===== src/design/rebe_pkg.sv =====
// Shared types, constants and helper functions for the rotary encoder and button event unit.
// Depends on nothing; used by rebe_decide and rotary_encoder_button_events_unit.
package rebe_pkg;

    // Encoder steps per detent and width of the elapsed-tick counters.
    localparam int DETENT_STEPS     = 4;
    localparam int TICK_COUNT_WIDTH = 16;
    localparam int CFG_WIDTH        = 16;
    localparam int ADDR_WIDTH       = 3;

    // Register reset values.
    localparam logic [CFG_WIDTH-1:0] DEBOUNCE_RESET   = 16'd40;
    localparam logic [CFG_WIDTH-1:0] LONG_PRESS_RESET = 16'd600;

    // Register indexes on the configuration port.
    localparam logic REG_DEBOUNCE   = 1'b0;
    localparam logic REG_LONG_PRESS = 1'b1;

    // Result codes.
    typedef enum logic [2:0] {
        EV_NONE  = 3'd0,
        EV_CW    = 3'd1,
        EV_CCW   = 3'd2,
        EV_CLICK = 3'd3,
        EV_LONG  = 3'd4
    } t_event;

    // Complete detector state carried from one item to the next.
    typedef struct packed {
        logic [1:0]                  prev_ab;
        logic signed [3:0]           step_accum;
        logic                        button_last;
        logic                        button_stable;
        logic [TICK_COUNT_WIDTH-1:0] since_change;
        logic                        held;
        logic                        long_done;
        logic [TICK_COUNT_WIDTH-1:0] held_ticks;
    } t_state;

    localparam t_state STATE_RESET = '{
        prev_ab:       2'b00,
        step_accum:    4'sd0,
        button_last:   1'b1,
        button_stable: 1'b1,
        since_change:  '0,
        held:          1'b0,
        long_done:     1'b0,
        held_ticks:    '0
    };

    // Quadrature transition table indexed by {previous AB, current AB}.
    function automatic logic signed [1:0] quad_delta(input logic [3:0] idx);
        logic signed [1:0] d;
        case (idx) inside
            4'd2, 4'd4, 4'd11, 4'd13: d = 2'sd1;
            4'd1, 4'd7, 4'd8, 4'd14:  d = -2'sd1;
            default:                  d = 2'sd0;
        endcase
        return d;
    endfunction

    // Elapsed-tick increment that sticks at all ones.
    function automatic logic [TICK_COUNT_WIDTH-1:0] sat_inc(
        input logic [TICK_COUNT_WIDTH-1:0] v
    );
        logic [TICK_COUNT_WIDTH-1:0] r;
        if (v == {TICK_COUNT_WIDTH{1'b1}}) begin
            r = v;
        end else begin
            r = v + TICK_COUNT_WIDTH'(1);
        end
        return r;
    endfunction

endpackage


===== src/design/rebe_decide.sv =====
// Combinational next-state and event decision for one tick of the encoder and button.
// Depends on rebe_pkg for the state struct, event codes and helper functions.
module rebe_decide (
    input  rebe_pkg::t_state                   i_state,
    input  logic [1:0]                         i_ab,
    input  logic                               i_raw,
    input  logic [rebe_pkg::CFG_WIDTH-1:0]     i_debounce,
    input  logic [rebe_pkg::CFG_WIDTH-1:0]     i_long_press,
    output rebe_pkg::t_state                   o_state,
    output rebe_pkg::t_event                   o_code
);

    localparam logic signed [4:0] DETENT = 5'(rebe_pkg::DETENT_STEPS);

    logic signed [1:0] delta;
    logic signed [4:0] acc;
    logic              enc_fire;
    logic              short_fire;

    assign delta = rebe_pkg::quad_delta({i_state.prev_ab, i_ab});
    assign acc   = {i_state.step_accum[3], i_state.step_accum} + {{3{delta[1]}}, delta};

    // Encoder first; a detent event skips the button logic for this tick.
    always_comb begin
        o_state              = i_state;
        o_state.since_change = rebe_pkg::sat_inc(i_state.since_change);
        o_state.held_ticks   = rebe_pkg::sat_inc(i_state.held_ticks);
        o_code               = rebe_pkg::EV_NONE;
        enc_fire             = 1'b0;
        short_fire           = 1'b0;

        if (i_ab != i_state.prev_ab) begin
            o_state.prev_ab = i_ab;
            if (acc >= DETENT) begin
                o_state.step_accum = 4'sd0;
                o_code             = rebe_pkg::EV_CW;
                enc_fire           = 1'b1;
            end else if (acc <= -DETENT) begin
                o_state.step_accum = 4'sd0;
                o_code             = rebe_pkg::EV_CCW;
                enc_fire           = 1'b1;
            end else begin
                o_state.step_accum = acc[3:0];
            end
        end

        if (!enc_fire) begin
            // Any raw change restarts the debounce count.
            if (i_raw != i_state.button_last) begin
                o_state.button_last  = i_raw;
                o_state.since_change = '0;
            end
            // Accept a stable new level as a press or a release.
            if ((o_state.since_change >= i_debounce) && (i_raw != i_state.button_stable)) begin
                o_state.button_stable = i_raw;
                if (!i_raw) begin
                    o_state.held       = 1'b1;
                    o_state.long_done  = 1'b0;
                    o_state.held_ticks = '0;
                end else begin
                    o_state.held = 1'b0;
                    if (!i_state.long_done) begin
                        o_code     = rebe_pkg::EV_CLICK;
                        short_fire = 1'b1;
                    end
                end
            end
            // Long press fires once per hold.
            if (!short_fire && o_state.held && !o_state.long_done &&
                (o_state.held_ticks >= i_long_press)) begin
                o_state.long_done = 1'b1;
                o_code            = rebe_pkg::EV_LONG;
            end
        end
    end

endmodule


===== src/design/rotary_encoder_button_events_unit.sv =====
// Rotary encoder and debounced push button event unit: top level with handshakes and registers.
// An item passes the input register, then the result register, and waits there until taken.
// Throughput: one item per cycle while results are taken; a waiting result stalls the input
// register, which holds one more item before o_ready drops.
// Reset (i_rst_n low, synchronous) empties both stages, restores the detector state and
// loads debounce_ticks = 40 and long_press_ticks = 600.
module rotary_encoder_button_events_unit (
    input  logic                              i_clk,
    input  logic                              i_rst_n,
    // Input item channel
    input  logic                              i_valid,
    output logic                              o_ready,
    input  logic                              i_enc_a,
    input  logic                              i_enc_b,
    input  logic                              i_button_raw,
    // Result item channel
    output logic                              o_valid,
    input  logic                              i_ready,
    output logic [2:0]                        o_event_code,
    // Configuration port
    input  logic                              psel,
    input  logic                              penable,
    input  logic                              pwrite,
    input  logic [rebe_pkg::ADDR_WIDTH-1:0]   paddr,
    input  logic [31:0]                       pwdata,
    output logic [31:0]                       prdata,
    output logic                              pready
);

    logic                           r_in_valid;
    logic [1:0]                     r_in_ab;
    logic                           r_in_raw;
    logic                           r_out_valid;
    rebe_pkg::t_event               r_code;
    rebe_pkg::t_state               r_state;
    rebe_pkg::t_state               n_state;
    rebe_pkg::t_event               n_code;
    logic [rebe_pkg::CFG_WIDTH-1:0] r_debounce;
    logic [rebe_pkg::CFG_WIDTH-1:0] r_long_press;
    logic                           advance;
    logic                           cfg_write;

    // Pipeline flow control.
    assign advance = r_in_valid && (!r_out_valid || i_ready);
    assign o_ready = !r_in_valid || advance;
    assign o_valid = r_out_valid;
    assign o_event_code = r_code;

    // Input register.
    always_ff @(posedge i_clk) begin
        if (!i_rst_n) begin
            r_in_valid <= 1'b0;
        end else if (o_ready) begin
            r_in_valid <= i_valid;
        end
    end

    always_ff @(posedge i_clk) begin
        if (o_ready && i_valid) begin
            r_in_ab  <= {i_enc_a, i_enc_b};
            r_in_raw <= i_button_raw;
        end
    end

    // Per-tick decision logic.
    rebe_decide u_decide (
        .i_state      (r_state),
        .i_ab         (r_in_ab),
        .i_raw        (r_in_raw),
        .i_debounce   (r_debounce),
        .i_long_press (r_long_press),
        .o_state      (n_state),
        .o_code       (n_code)
    );

    // Detector state and result register advance together.
    always_ff @(posedge i_clk) begin
        if (!i_rst_n) begin
            r_out_valid <= 1'b0;
            r_state     <= rebe_pkg::STATE_RESET;
        end else if (advance) begin
            r_out_valid <= 1'b1;
            r_state     <= n_state;
        end else if (i_ready) begin
            r_out_valid <= 1'b0;
        end
    end

    always_ff @(posedge i_clk) begin
        if (advance) begin
            r_code <= n_code;
        end
    end

    // Configuration registers.
    assign pready    = 1'b1;
    assign cfg_write = psel && penable && pwrite && pready;

    always_ff @(posedge i_clk) begin
        if (!i_rst_n) begin
            r_debounce   <= rebe_pkg::DEBOUNCE_RESET;
            r_long_press <= rebe_pkg::LONG_PRESS_RESET;
        end else if (cfg_write) begin
            case (paddr[2])
                rebe_pkg::REG_DEBOUNCE:   r_debounce   <= pwdata[rebe_pkg::CFG_WIDTH-1:0];
                rebe_pkg::REG_LONG_PRESS: r_long_press <= pwdata[rebe_pkg::CFG_WIDTH-1:0];
                default: ;
            endcase
        end
    end

    // Register readback.
    always_comb begin
        case (paddr[2])
            rebe_pkg::REG_DEBOUNCE:   prdata = {16'd0, r_debounce};
            rebe_pkg::REG_LONG_PRESS: prdata = {16'd0, r_long_press};
            default:                  prdata = '0;
        endcase
    end

    // The accumulator never holds a full detent between items.
    a_accum_range: assert property (@(posedge i_clk) disable iff (!i_rst_n)
        (r_state.step_accum < $signed(4'(rebe_pkg::DETENT_STEPS))) &&
        (r_state.step_accum > -$signed(4'(rebe_pkg::DETENT_STEPS))))
        else $error("step accumulator reached a detent without an event");

    // A press in progress always matches a pressed debounced level.
    a_held_level: assert property (@(posedge i_clk) disable iff (!i_rst_n)
        r_state.held == !r_state.button_stable)
        else $error("held flag disagrees with debounced level");

    // A long press result always leaves the hold marked as done.
    a_long_marks: assert property (@(posedge i_clk) disable iff (!i_rst_n)
        (r_out_valid && (r_code == rebe_pkg::EV_LONG)) |-> r_state.long_done)
        else $error("long press reported without long_done set");

    // A result is produced for every advance of the input stage.
    a_advance_out: assert property (@(posedge i_clk) disable iff (!i_rst_n)
        advance |=> r_out_valid)
        else $error("advanced item produced no result");

endmodule

===== config.mk =====
export PLATFORM = sky130hd
export DESIGN_NAME = rotary_encoder_button_events_unit
export DESIGN_NICKNAME = d
export VERILOG_FILES = /design/src/design/rebe_pkg.sv /design/src/design/rebe_decide.sv /design/src/design/rotary_encoder_button_events_unit.sv
export SDC_FILE = /design/constraint.sdc
export NUM_CORES = 1
export LEC_CHECK = 0
export BUFFER_PORTS_ARGS = -buffer_cell sky130_fd_sc_hd__buf_2
export CORE_ASPECT_RATIO = 0.75
export CORE_UTILIZATION = 40
export CTS_CLUSTER_DIAMETER = 80
export CTS_CLUSTER_SIZE = 28
export DETAILED_ROUTE_END_ITERATION = 12
export GPL_TIMING_DRIVEN = 0
export SYNTH_ARGS = -nofsm -noshare
export SYNTH_HDL_FRONTEND = slang
export SYNTH_HIERARCHICAL = 1
export SYNTH_SLANG_ARGS = --single-unit

===== constraint.sdc =====
create_clock -name i_clk -period 4.3 [get_ports i_clk]
set_clock_uncertainty 0.1 [all_clocks]
set_input_delay 0 -clock i_clk [delete_from_list [all_inputs] [get_ports i_clk]]
set_output_delay 0 -clock i_clk [all_outputs]
set_load 0.01 [all_outputs]

== After elaboration in Yosys (flattened, before gate mapping) ==
Cells that the tools add are included.

* $lt $le $gt $ge: 4
* Equality and inequality tests: 13
* Multiplexer cells: 32
* Divide/modulo/power cells: 0
* Reduce and logical (&&, ||, !) cells: 23
* Bitwise gates (word level): 2
* $mul: 0
* $add $sub $neg: 3
* Shifts and indexed selects: 0

{| class="wikitable"
|+ Operators by type and width
! operator !! count
|-
| 2-to-1 mux 16 bit || 4
|-
| one-hot mux 32 bit (2 select lines) || 1
|-
| 2-to-1 mux 18 bit || 2
|-
| 2-to-1 mux 34 bit || 1
|-
| adder 16 x 1 -> 16 bit (second input constant) || 2
|-
| == test 16 bit (second input constant) || 2
|-
| >= comparator 16 bit || 2
|-
| 2-to-1 mux 3 bit || 7
|-
| 2-to-1 mux 17 bit || 1
|-
| == test 4 bit (second input constant) || 4
|-
| 2-to-1 mux 1 bit || 11
|-
| == test 4 x 3 -> 1 bit (second input constant) || 2
|-
| logical AND 1 bit || 8
|-
| 2-to-1 mux 4 bit || 2
|-
| AND reduction 2 bit || 4
|-
| OR reduction 4 bit || 2
|-
| 2-to-1 mux 2 bit || 3
|-
| AND reduction 3 bit || 2
|-
| adder 4 x 2 -> 5 bit || 1
|-
| >= comparator 5 x 4 -> 1 bit (second input constant) || 1
|-
| <= comparator 5 x 3 -> 1 bit (second input constant) || 1
|-
| == test 4 x 1 -> 1 bit (second input constant) || 1
|-
| == test 4 x 2 -> 1 bit (second input constant) || 1
|-
| zero test 1 bit || 4
|-
| other kinds (5) || 8
|}

* Bits in latches: 0
* Bits in writable memories: 0
* Register bits after elaboration: 82
* Bits of input ports: 45
* Output and inout port bits: 38
* ROM bits: 0
* Memories kept: 0

== Logic depth before layout (Yosys ltp) ==
Gate-level depths: netlist of the first run.

* Depth in word-level cells: 20
* Gate-level depth with buffers: 22

== Modules after synthesis ==
The synthesis of the first run kept the hierarchy.

{| class="wikitable"
|+ Modules (own cells, without submodules)
! module !! cells each !! instances !! area each (um^2)
|-
| rotary_encoder_button_events_unit || 359 || 1 || 3492.1
|-
| rebe_decide || 350 || 1 || 2306.0
|}

== Least setup slack after synthesis of the first run ==
OpenSTA, ideal clock, no wires.

* Path kind: register -> register
* Start: register r_state[21] (netlist bit)
* End: register r_state[16] (netlist bit)
* Arrival: 4.323 ns
* Data required time: 4.082 ns
* Stages on the path, launching flop included: 23
* Slack: -0.241 ns
* Period minus slack after synthesis: 4.541 ns
* Cell sequence: dfxtp_1 -> and4_1 -> nand4_1 -> nor3_2 -> nor4b_1 -> xnor2_1 -> nor2_1 -> ha_1 -> nand4_1 -> nor4_1 -> a32oi_1 -> a21boi_2 -> buf_2 -> nor2_1 -> ha_1 -> a211o_1 -> nand2_1 -> o2111ai_1 -> o21ai_0 -> a2111oi_4 -> a21o_1 -> nand2_1 -> mux2i_1

* Word-level cells in the longest chain between the ends: 13
* Elaborated cells between the ends (all ways): 18
* Those cells by class: add/sub: 1; order compare: 2; eq/ne: 1; mux: 8; reduce/logical: 6

{| class="wikitable"
|+ RTL lines
! element !! line !! text
|-
| from (decl) || rotary_encoder_button_events_unit.sv:35 || <nowiki>rebe_pkg::t_state r_state;</nowiki>
|-
| from (signal assigned) || rotary_encoder_button_events_unit.sv:80 || <nowiki>r_state <= rebe_pkg::STATE_RESET;</nowiki>
|-
| from (signal assigned) || rotary_encoder_button_events_unit.sv:83 || <nowiki>r_state <= n_state;</nowiki>
|-
| adder 16 x 1 -> 16 bit / == test 16 bit (equally long branches) || rebe_pkg.sv:70, rebe_pkg.sv:67 ||
|-
| 2-to-1 mux 16 bit * || rebe_pkg.sv:67 || <nowiki>if (v == {TICK_COUNT_WIDTH{1'b1}}) begin</nowiki>
|-
| 2-to-1 mux 16 bit * || rebe_decide.sv:49 || <nowiki>if (i_raw != i_state.button_last) begin</nowiki>
|-
| 2-to-1 mux 16 bit * || rebe_decide.sv:47 || <nowiki>if (!enc_fire) begin</nowiki>
|-
| >= comparator 16 bit * || rebe_decide.sv:54 || <nowiki>if ((o_state.since_change >= i_debounce) && (i_raw != i_state.button_stable)) begin</nowiki>
|-
| logical AND 1 bit * || rebe_decide.sv:54 ||
|-
| branches (longest 6 deep; another with >= comparator 16 bit) || -- ||
|-
| 2-to-1 mux 1 bit * || rebe_decide.sv:69 || <nowiki>if (!short_fire && o_state.held && !o_state.long_done &&</nowiki>
|}

Every way passes the cells marked *. The select of a mux whose other input is x is not followed.
A chain may end at the register's enable or synchronous reset.

== Worst setup path after layout of the first run ==
* Start: register r_state[28] (netlist bit)
* End: register r_state[16] (netlist bit)

The elaborated chain is that of the path after synthesis.

==> results list, run 1 <==
- Minimum setup slack after placement: -0.906 ns
* Cell area after technology mapping: 0.00580 mm2
- Counting cells, the worst reg-to-reg path comes to 23.
- Warnings, synthesis: 6
- The critical path is of the register to register type.
- Of the cells placed in the final design, the portion with a size suffix greater than 1 is 0.251.
* Standard-cell rows: 37
* Fin crit share: 1.10
* Input/output buffers: 45
* Hold Vio Cnt, Final: 0
* Worst endpoint required time: around 4.5 ns
* Core area: between 0.01 and 0.015 mm2
* DRC violation count after routing: 0
- Part of the Yosys area used for sequential elements: 0.293
- Peak supply drop: ~0.2 mV
* Setup-violating endpoint count in the final report: 2
- Ant. Diodes: 0
- The die is 141 um wide.
- Wire length of the first global-routing pass: approximately 25000 um
- The share of total power dissipated in combinational logic is 0.156.
* Violations in the final reports: negative setup slack
- The routed layout has between 5000 and 6000 vias.
- The worst hold path terminates at o_valid$_SDFFE_PN0P_.
* Via-to-Cell Ratio: 5.18
- Number of global-route vias before repair: just over 5000
- Share of async-settable or async-resettable flops after synthesis: 0
- Synthesis produced a netlist whose cell count is between 700 and 800.
- Routed Antenna Nets: 0
- The share of total power dissipated in sequential elements is 0.401.
- Number of cells on the worst hold path: 4
- The H-tree generated during clock tree synthesis spans 3 levels.
- The synthesized design contains 6 enable-type register cells.
- The floorplan step defined a die boundary enclosing 0.0150 mm2.
- Max-slew violation count: 0
- The average instance in the mapped netlist occupies between 8 and 9 um2.
* Net switching share of the total power: 0.252
- The number of clock buffers added by TritonCTS is 9.
* Filler cells: roughly 1300
- The worst register-to-register path has a setup slack of -0.43 ns.
- Among all flip-flop cells after synthesis, the most frequent one is dfxtp_1.
* Longest Clk Path Bufs: 2
- Setup repair after global routing missed its margin: true
- In the final timing run, aggregate negative setup slack is -0.826 ns.
- Global routing finished with a remaining overflow of 0.
* Largest net degree at the start of global routing: 15
- The cell sitting at the root of the clock tree is a clkbuf_16.
- Measured against its own limit, the worst slew margin works out to 0.639.
- By area the synthesized netlist is led by dfxtp_1, mux2i_1, nand2_1.
- GP Congestion: 0.833
- DRC violation total after the first TritonRoute iteration: roughly 310
- Post-layout min period: 4.73 ns
* Arrival time of the worst setup path: 4.90 ns
* Initial core utilization: 0.416
- Clock tree from TritonCTS: yes
- Insertion delay of the later-clocked pin in the worst-skew pair: 0.34 ns
* Gr usage total: 0.216
* Maximum capacitance violations: 0
- After clock tree synthesis, the clock-pin slew on the worst setup and hold paths is ~0.060 ns.
- In this run the power spent charging and discharging nets is roughly 500 uW.
- The share of total power dissipated in the clock network is 0.443.
- Nets@finish: slightly above 900
- In the post-route analysis, the smallest setup slack over all paths is -0.432 ns.
- Worst-margin pin slew: ~0.54 ns
- Total Wirelength: 15700 um
- Dividing the detail-routed wire length by the instance count gives approximately 15 um.
* Static Leakage: 3.09 nW
- Static timing analysis puts the maximum clock frequency at around 0.21 GHz.
* Count of state elements after synthesis: between 80 and 90
- The endpoint identified for the worst register-to-register timing path is r_state[16]$_SDFFE_PN0P_.
- Power, Total: about 2.0 mW
* Worst min-delay path class: input port to register
* Fraction of synthesized cell area taken by the top area cell type: 0.262
- The startpoint identified for the worst hold timing path is i_ready.
- The worst register-to-register path begins at r_state[28]$_SDFFE_PN0P_.
- Area growth, synth to finish: 26.2%
- The run finished, with violations left.
- First-pass iteration count of the detailed router: 4
- Total power per unit cell area: about 270 mW/mm2
* Element type at the critical path end: register
* Floorplan die height: between 100 and 150 um
- Antenna violations before repair: 0
- Max FO, Critical Path: 5
- STA classifies the critical path startpoint as a register.
* Largest area contributor in the synthesized netlist: dfxtp_1
- For this design, the sink count on the clock tree is roughly 80.
- Boundary Pins: 83
- Internal power contribution: about 1.5 mW
- After legalization and detailed placement, the total HPWL measured 11600 um.
- Unique cell type count in the Yosys netlist: 73
## layer usage
layer  vias up  track usage  part of all wire
met1      2570        0.297              0.48
met2       110        0.354              0.46
li1       2625            -                 -
met3        16       0.0356             0.044
met5         -            0                 0
met4         0       0.0466            0.0095
## stage by stage
stage,util,hold WS (ns),area [um2],cells
after floorplan,-,-0.00113,5880,724
after global placement,0.456,0.0842,6350,964
after detailed placement,0.456,0.0787,6350,964
after CTS,0.518,0.0108,7220,1021
after global routing,0.525,0.0199,7320,1027
final,0.525,0.0142,7320,1027
## synthesized netlist by cell type, types with 5 or more instances
master and count:
o21a_1 7, ha_1 38, edfxtp_1 6, o21ai_0 24
nor2_1 69, nand4_1 8, mux2_2 17, xnor2_1 19
dfxtp_1 76, inv_1 41, buf_4 20, clkbuf_1 7
mux2i_1 54, nand3_1 44, nand2b_1 6, a21oi_1 18
nand2_1 135, buf_6 5, xor2_1 8, o21ai_1 17
buf_2 12
## logic make-up after synthesis
group           share of synthesized area
mux                                 0.126
compound gates                      0.108
other cells                       0.00130
flops                               0.293
fa+ha+maj                          0.0855
xor+xnor                           0.0408
simple gates                        0.247
buf+inv                            0.0973
## sequential cells by signal (all words and copies together) (netlist names)
| name | flops |
|---|---|
| o_event_code | 3 |
| o_valid | 1 |
| r_debounce | 16 |
| r_in_ab | 2 |
| r_in_raw | 1 |
| r_in_valid | 1 |
| r_long_press | 16 |
| r_state | 42 |
## worst max path at each step
| stage | from | slack [ns] | to | depth (start not counted) |
|---|---|---|---|---|
| 5_1_grt | r_state[19]$_SDFFE_PN0P_ | -0.68 | r_state[16]$_SDFFE_PN0P_ | 22 |
| 3_3_place_gp | r_state[21]$_SDFFE_PN0P_ | -0.79 | r_state[16]$_SDFFE_PN0P_ | 22 |
| 3_5_place_dp | r_state[21]$_SDFFE_PN0P_ | -0.91 | r_state[16]$_SDFFE_PN0P_ | 21 |
| 4_1_cts | r_state[21]$_SDFFE_PN0P_ | -0.36 | r_state[16]$_SDFFE_PN0P_ | 23 |
| 2_1_floorplan | r_state[21]$_SDFFE_PN0P_ | 0.008 | r_state[16]$_SDFFE_PN0P_ | 22 |
| 6_report | r_state[28]$_SDFFE_PN0P_ | -0.43 | r_state[16]$_SDFFE_PN0P_ | 23 |
## cells in the final DEF, fill, tap and decap left out, types with 4 or more instances in the layout
master	instances
a21oi_1	17
buf_12	4
buf_2	56
buf_4	42
buf_6	11
clkbuf_1	9
clkbuf_16	9
conb_1	17
dfxtp_1	68
dfxtp_2	5
dlygate4sd3_1	20
edfxtp_1	6
ha_1	35
inv_1	41
mux2_2	17
mux2i_1	53
nand2_1	133
nand2b_1	6
nand3_1	44
nand4_1	8
nor2_1	63
nor2_2	4
nor2b_1	4
o21a_1	7
o21ai_0	21
o21ai_1	19
xnor2_1	18
xor2_1	7
## cell type report
| class | instances | area (um2) | share of cell area |
|---|---|---|---|
| clock buffers | 11 | 233 | 0.0318 |
| repair buffers | 92 | 647 | 0.0884 |
| flip-flops and latches | 82 | 1720 | 0.235 |
| multi-input cells | 549 | 3800 | 0.519 |
| clock inverters | 5 | 104 | 0.0142 |
| well taps | 195 | 244 | 0.0334 |
| inverters | 42 | 158 | 0.0215 |
| plain buffers | 51 | 413 | 0.0564 |
## repair_timing
item                       4_1_cts  5_1_grt
resized for setup               39       17
setup buffers                   20        6
hold endpoints to repair        39        0
setup endpoints to repair        2        2
hold buffers                    20        0
gates cloned                     1        0
pin swaps                       28       12
## worst max-delay path, stage by stage (launching register included)
cell and delay (ns):
dfxtp_4 0.37, and3_4 0.18, nand4_1 0.12, buf_6 0.16, nor3_4 0.28, nor4b_2 0.09
xnor2_1 0.28, nor2_1 0.10, ha_1 0.33, nand4_1 0.17, nor4_4 0.35, a32oi_4 0.19
a21boi_4 0.31, buf_6 0.15, nor2_1 0.05, ha_1 0.32, o21a_1 0.13, o211ai_1 0.10
a31oi_2 0.19, o21ai_2 0.13, a2111oi_4 0.22, a21o_1 0.12, nand2_1 0.04, mux2i_1 0.15
## power groups by stage
stage | sequential [mW] | clock (mW) | combinational, mW
CTS | 0.801 | 0.901 | 0.304
detailed placement | 0.818 | 0 | 0.278
global placement | 0.817 | 0 | 0.274
finish | 0.800 | 0.884 | 0.311
floorplan | 0.814 | 0 | 0.208
global route | 0.802 | 0.931 | 0.338
No activity file was read; power rests on OpenSTA's default activity.
==> run 2, diff against run 1 <==
--- a/config.mk
+++ b/config.mk
@@ -6,6 +6,7 @@
 export NUM_CORES = 1
 export LEC_CHECK = 0
 export BUFFER_PORTS_ARGS = -buffer_cell sky130_fd_sc_hd__buf_2
+export CAP_MARGIN = 40
 export CORE_ASPECT_RATIO = 0.75
 export CORE_UTILIZATION = 40
 export CTS_CLUSTER_DIAMETER = 80
==> constraint.sdc (replaced) <==
create_clock -name i_clk -period 4.3 [get_ports i_clk]
set_clock_uncertainty 0.1 [all_clocks]
set_input_delay 0.86 -clock i_clk [delete_from_list [all_inputs] [get_ports i_clk]]
set_output_delay 0.86 -clock i_clk [all_outputs]
set_load 0.01 [all_outputs]
==> run 2 against run 1 <==
  * The run still ends with negative setup slack left
  * Sequential cell count unchanged
  * Non-clock buffer count decreased by 20
  * Die area unchanged
  * Via count decreased by 1.1%
  * Final area decreased by 2.9%
  * Critical path depth decreased by 1
  * Global-route usage decreased by 0.31 points
  * Maximum frequency increased by 0.23%
  * Clock power about the same
  * Largest cell class unchanged
  * Largest power group unchanged
==> results list, run 2 (synthesis results as in run 1) <==
* Part of the total power dissipated in sequential elements: 0.403
- Worst-case headroom to the max-slew limit: 0.634
* Minimum setup slack after placement: -0.906 ns
- The die is approximately 110 um tall.
* DRC violation count after routing: 0
* Fin crit share: 1.10
- The final layout contains routed wiring with a total length of 15400 um.
* Longest individual stage delay on the worst path: 0.40 ns
- Violations in the final reports: negative setup slack
* Metal2 WL: 7030 um
- Register area: about 0.0017 mm2
- Largest net degree at the start of global routing: 15
- Leaving out fill and tap cells, the most frequent cell in the layout is nand2_1.
- The number of slew-limit violations in the final report was 0.
- Across the VDD grid, the largest voltage drop is a little under 0.2 mV.
- Die outline area: ~0.015 mm2
- Using the TritonRoute via totals, the vias-per-cell ratio works out to ~5.2.
- 83 I/O pins were placed.
- DRC violation total after the first TritonRoute iteration: 347
- Walking the worst path, the cells encountered are ha_1, nand2_1, nor3_4, nor4b_2, xnor2_1, nor2_1, ha_1, nand4_1, nor4_4, a32oi_4, a21boi_4, buf_6, nor2_1, ha_1, o21a_1, o211ai_1, a31oi_2, o21ai_2, a2111oi_4, a21o_1, nand2_1, mux2i_1.
- Maximum capacitance violations: 0
* CTS H-tree depth: 3
* Overall via count from detail_route: 5262
- Worst min-delay path class: register to register
* Critical path class: register to register
- CTS saw 82 sinks.
- Clock power share: 0.447
- The most numerous cell type found on the critical path is ha_1.
* Post-route design area: around 0.007 mm2
* Internal power contribution: approximately 1.5 mW
- Of the total power, combinational logic draws 0.149.
* Slowest cell on the critical path: dfxtp_1
- Once placement finished, the instance area stood at between 0.006 and 0.007 mm2.
- Worst setup slack for register-to-register paths: -0.42 ns
- In the detailed route, the total length drawn on met3 is roughly 660 um.
- Routed Antenna Nets: 0
- Clock tree from TritonCTS: yes
* Worst endpoint required time: about 4.5 ns
* Hold Vio Cnt, Final: 0
- Insertion delay of the later-clocked pin in the worst-skew pair: between 0.3 and 0.4 ns
* Number of global-route vias before repair: about 5000
* Worst-margin pin slew: ~0.55 ns
* Hold Buf Count CTS: 0
- The largest registers in the layout are r_state (42), r_debounce (16), r_long_press (16).
* Core area: between 0.01 and 0.015 mm2
- Setup-violating endpoint count in the final report: 2
- The first global-routing pass estimated between 20000 and 30000 um of wire.
- In the final layout, the share of cells above drive strength 1 is 0.255.
- The initial utilization of the core area, before any placement, comes to 0.416.
- Nets@finish: roughly 890
- Reg with most FFs: r_state
- Post-detailed-placement half-perimeter wirelength: 11600 um
- First-pass iteration count of the detailed router: 7
* Longest Clk Path Bufs: 2
- Total power per unit cell area: about 280 mW/mm2
- Input/output buffers: 45
- Highest routed layer: met4
* Max FO, Critical Path: 5
* Net switching share of the total power: 0.253
* Gr usage total: 0.213
* Standard-cell rows: 37
- The repair_antennas step left the layout with diodes totalling 0.
* Type of origin of the critical path: register
- TritonCTS created 9 clock buffers.
* CTS Root Cell: clkbuf_16
* Antenna violations before repair: 0
* Met1 Wirelength: 7550 um
- GP Congestion: ~0.83
- End-of-flow core utilization: 0.510
- Post-CTS clock slew at the launch and capture registers of the worst setup and hold paths: around 0.06 ns
* Arrival time of the worst setup path: 4.89 ns
* Element type at the critical path end: register
* Highest Clock Rate: 0.212 GHz
* Setup repair after global routing missed its margin: true
- Final Non-Filler Cells: 1007
- Summed over all cells, the static leakage comes to 3.00 nW.
* Leading cell types in the layout, fill and taps excluded: nand2_1, dfxtp_1, nor2_1
- The multi-input combinational cells in the finished layout cover a total of 0.00379 mm2.
* Area growth, synth to finish: 22.6%
- For this run the aggregate overflow at the end of global routing stands at 0.
* Filler cells: roughly 1300
* Max reg flops: 42
- In this run the horizontal extent of the chip is 141 um.
* Post-layout min period: 4.72 ns
- The run finished, with violations left.
- Average detailed-routed wire length per instance: ~15 um
- Number of instances in the placed design: roughly 960
* Net switching power of the design: approximately 500 uW
- Crit path setup slack, layout: -0.422 ns
run 2: changes by cell type in the layout (fill, tap and decap cells not counted):
cell,before,now
dlygate4sd3_1,20,0
dfxtp_1,68,69
dfxtp_2,5,4
xnor2_1,18,19
xnor2_2,1,0
run 2: repair_timing:
action,CTS,global route
gates cloned,1,0
gates resized for setup,39,15
pin swaps,28,12
setup buffers,20,6
endpoints found under the setup margin,2,2
run 2: final timing paths:
path                                                    from                      endpoint  depth (start not counted)
worst max-delay path                r_state[18]$_SDFFE_PN0P_      r_state[16]$_SDFFE_PN0P_                         22
worst min-delay path            r_long_press[1]$_SDFFE_PN0P_  r_long_press[1]$_SDFFE_PN0P_                          2
worst max register to register      r_state[18]$_SDFFE_PN0P_      r_state[16]$_SDFFE_PN0P_                         22
worst min register to register  r_long_press[1]$_SDFFE_PN0P_  r_long_press[1]$_SDFFE_PN0P_                          2
run 2: power groups by stage:
| stage | Clock, mW | Combinational, mW | Sequential [mW] |
|---|---|---|---|
| 2_1_floorplan | 0 | 0.208 | 0.814 |
| 3_3_place_gp | 0 | 0.274 | 0.817 |
| 3_5_place_dp | 0 | 0.278 | 0.818 |
| 4_1_cts | 0.901 | 0.290 | 0.801 |
| 5_1_grt | 0.932 | 0.322 | 0.801 |
| 6_report | 0.887 | 0.296 | 0.800 |
run 2: cell type report:
cell class / count / share of cell area
tap: 195 / 0.0343
buffer: 51 / 0.0581
inverter: 42 / 0.0222
multi-input combinational: 549 / 0.533
clock buffer: 11 / 0.0327
clock inverter: 5 / 0.0146
timing repair buffer: 72 / 0.0629
sequential: 82 / 0.242
run 2: worst max-delay path, delay by kind of cell (launching register included):
family                   cells  cell delay, ns
adder cells (fa/ha/maj)      3            0.83
buffers and inverters        1            0.15
flip-flops                   1            0.40
multiplexers                 1            0.15
AND/OR/NAND/NOR              8            1.34
AO/OA/AOI/OAI                8            1.38
XOR/XNOR                     1            0.29
run 2: layer usage:
layer,GRT usage,vias up
li1,-,2588
met1,0.294,2549
met2,0.347,108
met3,0.0356,17
met4,0.0466,0
met5,0,-
run 2: metrics by stage:
| stage | setup TNS, ns | hold slack [ns] | power (mW) |
|---|---|---|---|
| after floorplan | 0 | 0.347 | 1.02 |
| after global placement | -1.46 | 0.367 | 1.09 |
| after detailed placement | -1.67 | 0.373 | 1.10 |
| after CTS | -0.700 | 0.382 | 1.99 |
| after global routing | -1.23 | 0.414 | 2.06 |
| final | -0.804 | 0.382 | 1.98 |
